[src/rtl/core/bffu_pkg.sv]
`default_nettype none
package bffu_pkg;

  localparam int unsigned DEF_FIFO_DEPTH = 256;

  localparam logic [7:0] HDR_BYTE  = 8'hAA;
  localparam logic [7:0] MARK_BYTE = 8'h01;
  localparam logic [7:0] END_BYTE  = 8'hFF;

  localparam logic CMD_PUSH = 1'b0;
  localparam logic CMD_POP  = 1'b1;

  typedef enum logic {
    ST_IDLE,
    ST_POP
  } bffu_state_t;

  typedef enum logic [2:0] {
    POS_HDR,
    POS_MARK,
    POS_P1,
    POS_P2,
    POS_END
  } bffu_pos_t;

  // controller -> datapath
  typedef struct packed {
    logic do_push;   // store byte, push result
    logic push_err;  // push on full
    logic do_read;   // launch store read, advance read side
    logic pop_err;   // pop on empty
    logic do_frame;  // read data valid: run deframer, pop result
  } bffu_cmd_t;

  // datapath -> controller
  typedef struct packed {
    logic full;
    logic empty;
  } bffu_sts_t;

endpackage
`default_nettype wire

[src/rtl/core/bffu_ctrl.sv]
`default_nettype none
module bffu_ctrl
  import bffu_pkg::*;
(
  input  wire logic      clk,
  input  wire logic      rst_n,
  input  wire logic      start,
  input  wire logic      in_cmd,
  input  wire bffu_sts_t sts,
  output logic           busy,
  output bffu_cmd_t      cmd
);

  bffu_state_t state_r, state_nxt;

  always_ff @(posedge clk) begin
    if (!rst_n) begin
      state_r <= ST_IDLE;
    end else begin
      state_r <= state_nxt;
    end
  end

  always_comb begin
    state_nxt = state_r;
    case (state_r)
      ST_IDLE: begin
        if (start && in_cmd == CMD_POP && !sts.empty) begin
          state_nxt = ST_POP;
        end
      end
      ST_POP:  state_nxt = ST_IDLE;
      default: state_nxt = ST_IDLE;
    endcase
  end

  always_comb begin
    cmd  = '0;
    busy = 1'b0;
    case (state_r)
      ST_IDLE: begin
        if (start) begin
          if (in_cmd == CMD_PUSH) begin
            cmd.do_push  = !sts.full;
            cmd.push_err = sts.full;
          end else begin
            cmd.do_read = !sts.empty;
            cmd.pop_err = sts.empty;
          end
        end
      end
      ST_POP: begin
        busy         = 1'b1;
        cmd.do_frame = 1'b1;
      end
      default: begin
        busy = 1'b0;
      end
    endcase
  end

endmodule
`default_nettype wire

[src/rtl/core/bffu_dp.sv]
`default_nettype none
module bffu_dp
  import bffu_pkg::*;
#(
  parameter int unsigned FIFO_DEPTH = DEF_FIFO_DEPTH
) (
  input  wire logic       clk,
  input  wire logic       rst_n,
  input  wire bffu_cmd_t  cmd,
  input  wire logic [7:0] in_byte_in,
  output bffu_sts_t       sts,
  output logic            out_valid,
  output logic            out_error_flag,
  output logic [7:0]      out_popped_byte,
  output logic            out_frame_done,
  output logic [7:0]      out_first_value,
  output logic [7:0]      out_second_value
);

  localparam int unsigned PTR_W = $clog2(FIFO_DEPTH);
  localparam int unsigned CNT_W = $clog2(FIFO_DEPTH + 1);
  localparam logic [PTR_W-1:0] LAST_PTR = PTR_W'(FIFO_DEPTH - 1);
  localparam logic [CNT_W-1:0] FULL_CNT = CNT_W'(FIFO_DEPTH);

  logic [7:0] mem [FIFO_DEPTH];
  logic [7:0] rd_data_r;

  logic [PTR_W-1:0] wptr_r, wptr_nxt;
  logic [PTR_W-1:0] rptr_r, rptr_nxt;
  logic [CNT_W-1:0] cnt_r, cnt_nxt;

  bffu_pos_t  pos_r, pos_nxt;
  logic [7:0] pay1_r, pay1_nxt;
  logic [7:0] pay2_r, pay2_nxt;
  logic       done;

  logic       valid_r;
  logic       err_r, err_nxt;
  logic [7:0] popped_r, popped_nxt;
  logic       fdone_r, fdone_nxt;
  logic [7:0] v1_r, v1_nxt;
  logic [7:0] v2_r, v2_nxt;
  logic       res_load;

  assign sts.full  = (cnt_r == FULL_CNT);
  assign sts.empty = (cnt_r == '0);

  // store: one write port, one registered read port
  always_ff @(posedge clk) begin
    if (cmd.do_push) begin
      mem[wptr_r] <= in_byte_in;
    end
  end

  always_ff @(posedge clk) begin
    if (cmd.do_read) begin
      rd_data_r <= mem[rptr_r];
    end
  end

  always_comb begin
    wptr_nxt = wptr_r;
    rptr_nxt = rptr_r;
    cnt_nxt  = cnt_r;
    if (cmd.do_push) begin
      wptr_nxt = (wptr_r == LAST_PTR) ? '0 : wptr_r + 1'b1;
      cnt_nxt  = cnt_r + 1'b1;
    end else if (cmd.do_read) begin
      rptr_nxt = (rptr_r == LAST_PTR) ? '0 : rptr_r + 1'b1;
      cnt_nxt  = cnt_r - 1'b1;
    end
  end

  // deframer
  always_comb begin
    pos_nxt  = pos_r;
    pay1_nxt = pay1_r;
    pay2_nxt = pay2_r;
    done     = 1'b0;
    if (cmd.do_frame) begin
      case (pos_r)
        POS_MARK: pos_nxt = (rd_data_r == MARK_BYTE) ? POS_P1 : POS_HDR;
        POS_P1: begin
          pay1_nxt = rd_data_r;
          pos_nxt  = POS_P2;
        end
        POS_P2: begin
          pay2_nxt = rd_data_r;
          pos_nxt  = POS_END;
        end
        POS_END: begin
          done    = (rd_data_r == END_BYTE);
          pos_nxt = POS_HDR;
        end
        default: pos_nxt = (rd_data_r == HDR_BYTE) ? POS_MARK : POS_HDR;
      endcase
    end
  end

  assign res_load = cmd.do_push | cmd.push_err | cmd.pop_err | cmd.do_frame;

  always_comb begin
    err_nxt    = cmd.push_err | cmd.pop_err;
    popped_nxt = cmd.do_frame ? rd_data_r : 8'h00;
    fdone_nxt  = done;
    v1_nxt     = done ? pay1_r : 8'h00;
    v2_nxt     = done ? pay2_r : 8'h00;
  end

  always_ff @(posedge clk) begin
    if (!rst_n) begin
      wptr_r  <= '0;
      rptr_r  <= '0;
      cnt_r   <= '0;
      pos_r   <= POS_HDR;
      pay1_r  <= 8'h00;
      pay2_r  <= 8'h00;
      valid_r <= 1'b0;
    end else begin
      wptr_r  <= wptr_nxt;
      rptr_r  <= rptr_nxt;
      cnt_r   <= cnt_nxt;
      pos_r   <= pos_nxt;
      pay1_r  <= pay1_nxt;
      pay2_r  <= pay2_nxt;
      valid_r <= res_load;
    end
  end

  always_ff @(posedge clk) begin
    if (res_load) begin
      err_r    <= err_nxt;
      popped_r <= popped_nxt;
      fdone_r  <= fdone_nxt;
      v1_r     <= v1_nxt;
      v2_r     <= v2_nxt;
    end
  end

  assign out_valid        = valid_r;
  assign out_error_flag   = err_r;
  assign out_popped_byte  = popped_r;
  assign out_frame_done   = fdone_r;
  assign out_first_value  = v1_r;
  assign out_second_value = v2_r;

`ifndef SYNTHESIS
  a_cnt_bound: assert property (@(posedge clk) disable iff (!rst_n)
    cnt_r <= FULL_CNT)
    else $error("fill count above depth");

  a_ptr_match: assert property (@(posedge clk) disable iff (!rst_n)
    (cnt_r == '0 || cnt_r == FULL_CNT) |-> wptr_r == rptr_r)
    else $error("pointers disagree with fill count");

  a_frame_after_read: assert property (@(posedge clk) disable iff (!rst_n)
    cmd.do_frame |-> $past(cmd.do_read))
    else $error("deframer step without a store read");

  a_one_result: assert property (@(posedge clk) disable iff (!rst_n)
    cmd.do_read |=> !valid_r)
    else $error("result strobe overlaps pop read");
`endif

endmodule
`default_nettype wire

[src/rtl/core/byte_fifo_with_frame_unpacker_unit.sv]
`default_nettype none
// Push: result strobe in the cycle after accept; busy stays low, a new item may follow next cycle.
// Pop (non-empty): busy for one cycle while the registered store read completes;
//   result registered after the deframe step, so no new item is taken until busy falls.
// Pop on an empty FIFO: error result in the cycle after accept, no busy cycle.
// Each result strobes out_valid for one cycle; the receiver cannot stall.
// Synchronous active-low reset clears pointers, fill count and deframer; store is not cleared.
module byte_fifo_with_frame_unpacker_unit
  import bffu_pkg::*;
#(
  parameter int unsigned FIFO_DEPTH = DEF_FIFO_DEPTH
) (
  input  wire logic       clk,
  input  wire logic       rst_n,
  // command side: item taken when start && !busy
  input  wire logic       start,
  output logic            busy,
  input  wire logic       in_cmd,
  input  wire logic [7:0] in_byte_in,
  // result side: one-cycle strobe
  output logic            out_valid,
  output logic            out_error_flag,
  output logic [7:0]      out_popped_byte,
  output logic            out_frame_done,
  output logic [7:0]      out_first_value,
  output logic [7:0]      out_second_value
);

  // Controller decides push/pop outcome from full/empty and sequences
  // the two-step pop (read launch, then deframe + result).
  bffu_cmd_t cmd;
  bffu_sts_t sts;

  bffu_ctrl u_ctrl (
    .clk    (clk),
    .rst_n  (rst_n),
    .start  (start),
    .in_cmd (in_cmd),
    .sts    (sts),
    .busy   (busy),
    .cmd    (cmd)
  );

  // Datapath: byte store with wrap pointers and fill count, the
  // 0xAA / 0x01 / payload / payload / 0xFF deframer, and result registers.
  bffu_dp #(
    .FIFO_DEPTH (FIFO_DEPTH)
  ) u_dp (
    .clk              (clk),
    .rst_n            (rst_n),
    .cmd              (cmd),
    .in_byte_in       (in_byte_in),
    .sts              (sts),
    .out_valid        (out_valid),
    .out_error_flag   (out_error_flag),
    .out_popped_byte  (out_popped_byte),
    .out_frame_done   (out_frame_done),
    .out_first_value  (out_first_value),
    .out_second_value (out_second_value)
  );

endmodule
`default_nettype wire

[config.mk]
export PLATFORM = sky130hd
export DESIGN_NAME = byte_fifo_with_frame_unpacker_unit
export DESIGN_NICKNAME = d
export VERILOG_FILES = /design/src/rtl/core/bffu_pkg.sv /design/src/rtl/core/bffu_ctrl.sv /design/src/rtl/core/bffu_dp.sv /design/src/rtl/core/byte_fifo_with_frame_unpacker_unit.sv
export SDC_FILE = /design/constraint.sdc
export NUM_CORES = 2
export LEC_CHECK = 0
export BUFFER_PORTS_ARGS = -buffer_cell sky130_fd_sc_hd__buf_2
export CAP_MARGIN = 20
export CORE_AREA = 2 2 320 449
export CTS_BUF_LIST = sky130_fd_sc_hd__clkbuf_16
export DETAILED_ROUTE_END_ITERATION = 8
export DIE_AREA = 0 0 322 451
export PLACE_DENSITY = 0.75
export SYNTH_ARGS = -nofsm -noshare
export SYNTH_HDL_FRONTEND = slang
export SYNTH_SLANG_ARGS = --single-unit
export TNS_END_PERCENT = 1
[constraint.sdc]
create_clock -name clk -period 4.27 [get_ports clk]
set_input_delay 0.2135 -clock clk [delete_from_list [all_inputs] [get_ports clk]]
set_output_delay 0.2135 -clock clk [all_outputs]
set_load 0.02 [all_outputs]
==> impl_metrics.toml <==
[status]
outcome = "finished clean"

[global_routing]
grt_pass1_vias = 43000
grt_max_degree = 149
grt_first_pass_wirelength_um = 306000
grtUsageTotal = 0.298
grt_overflow_total = 0
antenna_found_initial = 5

[timing]
max-slew-margin-rel = 0.193
tns_ns = 0
drv_slew = 0
max_freq_mhz = 237
finClkSkew_ns = 0.0313
tightestPinTransition_ns = 1.21
setup_ws_ns = 0.0462
final.period_utilization = 0.989
setup_viol_count_final = 0
rsz0062_at_grt = "false"
period_needed_ns = 4.22
hold_viol_final = 0

[pwr]
power_uw = 44000
combinationalPowerShare = 0.108
pwr-share-seq = 0.527
p_sw_uw = 10200
power_frac_clock = 0.364
leakagePower_uw = 0.0280
sw_frac_of_total = 0.231
power_density_nw_per_um2 = 481
vdd_drop_max_v = 0.000436
internal_power_uw = 33900

[detailed_routing]
vias = 43300
drc_errors = 0
first_pass_iters = 7
routedWlPerCell_um = 34.1
final_antenna_net_count = 0
drt-vias-per-instance = 6.91
drt_iter0_markers = 6614
drt-total-wl_um = 214000

[setup_path]
rrSetupSlack_ns = 0.05
cp_cell_sequence = "buf_12 > buf_12 > mux4_2 > a22oi_1 > a21oi_1 > nor4_1 > nor2_1 > a32o_1"
slowest_delay_ns = 0.99
cp-start-kind = "flip-flop"
cp_slowest_cell = "nor4_1"
worstPathMaxFanout = 29
worst-setup-path-type = "flip-flop to flip-flop"
arrival_ns = 4.83
cpMostUsedCell = "buf_12"
path_buf_inv = 2
end_kind = "flip-flop"
required_ns = 4.87
crit_family = "simple AND/OR/NAND/NOR gates"

[final_layout]
nets = 4319
drive_above_1_share = 0.217
final_common_cell = "edfxtp_1"
area_growth_pct = 10.5
final_util = 0.647
final_cell_area_um2 = 91500
layout_common_cells = "2,082 x edfxtp_1, 431 x mux4_2, 320 x nor2_1"

[cts]
clk_pin_slew_ns = 0.07
cts_root_buf = "clkbuf_16"
cts.sinks = 2128
htree_levels = 4
tritoncts = "built"
clk_latency_ns = 0.85
cts_made_buffers = 182
clockBufferDepth = 3

[synthesis]
ys_dominant_reg_cell = "edfxtp_1"
syn_area_per_cell_um2 = 20.0
ys_seq_area_frac = 0.766
ys_types = 76
syn_nets = 4163
ys_ff_latch = 2128
syn_area_um2 = 82800
ys_async_sr_fraction = 0
ys_warn_count = 0
synth-edff-count = 2082
syn_inst = 4138

[die]
initial_core_util = 0.585
chipWidth_um = 322
core-area_um2 = 142000
fp.dieArea_um2 = 145000
die_h_um = 451
ios = 40
fp-row-count = 164

[placement]
numPortBuffers = 39
placed_cell_area_um2 = 85700
place_ws_ns = 0.0752
routabilityCongestion = 0.943
dp_hpwl_um = 132000

[hold_path]
hold_path.class = "primary input to flip-flop"

[run]
max_cap_viol_count = 0
==> cell usage after synthesis (6+ instances only) <==
cell type | count | area (um^2)
nor2_1 | 322 | 1210
mux2i_1 | 149 | 1490
o211ai_1 | 12 | 90.1
a31oi_1 | 16 | 100
clkbuf_1 | 105 | 394
buf_2 | 67 | 335
o221ai_1 | 21 | 184
nand3_1 | 58 | 290
a32oi_1 | 8 | 70.1
a2111oi_0 | 7 | 61.3
buf_6 | 36 | 405
mux4_2 | 431 | 9710
nand2_1 | 128 | 480
buf_4 | 19 | 143
and2_1 | 33 | 206
o2111ai_1 | 6 | 52.6
nor4_1 | 12 | 75.1
o22ai_1 | 64 | 400
ha_1 | 12 | 150
o21ai_0 | 57 | 285
a21oi_1 | 81 | 405
o22a_1 | 10 | 87.6
edfxtp_1 | 2082 | 62500
a211oi_1 | 24 | 180
a22oi_1 | 60 | 450
nand4_1 | 6 | 37.5
mux2_2 | 37 | 417
dfxtp_1 | 46 | 921
nand2b_1 | 10 | 62.6
xnor2_1 | 13 | 114
nor3_1 | 23 | 115
buf_1 | 16 | 60.1
a221oi_1 | 29 | 254
or2_2 | 6 | 37.5
a22o_1 | 10 | 87.6
nor2b_1 | 20 | 125
inv_1 | 13 | 48.8
or4_1 | 8 | 60.1
==> cells by family (layout without fill, tap and decap cells) <==
kind of cell | after synthesis | after routing | synth area share
mux | 617 | 617 | 0.140
fa+ha+maj | 13 | 13 | 0.00205
simple gates | 657 | 657 | 0.0357
flops | 2128 | 2128 | 0.766
buf+inv | 260 | 569 | 0.0173
other cells | 0 | 3 | 0
compound gates | 446 | 446 | 0.0369
xor+xnor | 17 | 17 | 0.00180
==> power by group through the flow <==
stage	Sequential [uW]	Combinational (uW)	Clock (uW)
after floorplan	23600	3320	0
after global placement	23700	4690	0
after detailed placement	23700	4760	0
after CTS	23200	4780	16100
after global routing	23200	5030	16900
final	23200	4770	16000
==> state kept, by name, indices dropped and copies added, names as in the netlist <==
register	count
u_dp.rptr_r	8
u_dp.out_frame_done	1
u_dp.out_valid	1
u_dp.pay1_r	8
u_dp.pos_r	3
u_dp.out_popped_byte	8
u_dp.pay2_r	8
u_ctrl.state_r	1
u_dp.out_second_value	8
u_dp.out_first_value	8
u_dp.wptr_r	8
u_dp.cnt_r	9
u_dp.mem	2048
u_dp.rd_data_r	8
u_dp.out_error_flag	1
==> path summary, 6_finish.rpt <==
check | start | endpoint | cells after the start
hold reg to reg | u_dp.pay1_r[2] | u_dp.pay1_r[2] | 2
setup / recovery | u_dp.rptr_r[0] | u_dp.rd_data_r[3] | 8
hold / removal | in_byte_in[2] | u_dp.mem[69][2] | 1
setup reg to reg | u_dp.rptr_r[0] | u_dp.rd_data_r[3] | 8
==> metal layers <==
layer | global-route usage | vias up | wire [um]
li1 | - | 17400 | -
met1 | 0.387 | 22300 | 73400
met2 | 0.473 | 3038 | 103000
met3 | 0.0653 | 641 | 23500
met4 | 0.165 | 2 | 14200
met5 | 0 | - | 11
==> per-stage QoR <==
step,hold slack [ns],std cells
floorplan,0.312,4138
global placement,0.437,5931
detailed placement,0.442,5932
CTS,0.108,6273
global route,0.129,6274
finish,0.0946,6276
==> cell type report <==
type                            instances  area, um^2
Antenna cell                            3        7.51
Clock buffer                          185        4630
Inverter                               14        55.1
Clock inverter                        152        1120
Tap cell                             1826        2280
Timing Repair Buffer                  218        1990
Multi-Input combinational cell       1750       18000
Fill cell                            9123       50000
Sequential cell                      2128       63500
==> worst reg2reg max path: stages, from the launching register on <==
cell     delay, ns
dfxtp_4       0.91
buf_12        0.30
buf_12        0.29
mux4_2        0.55
a22oi_1       0.27
a21oi_1       0.22
nor4_1        1.00
nor2_1        0.17
a32o_1        0.28
==> repair_timing <==
item / 4_1_cts / 5_1_grt
resized for setup: 0 / 1
hold buffers: 4 / 0
setup buffers: 0 / 0
endpoints found under the setup margin: 0 / 1
hold endpoints to repair: 38 / 0
No activity file was read; power rests on OpenSTA's default activity.
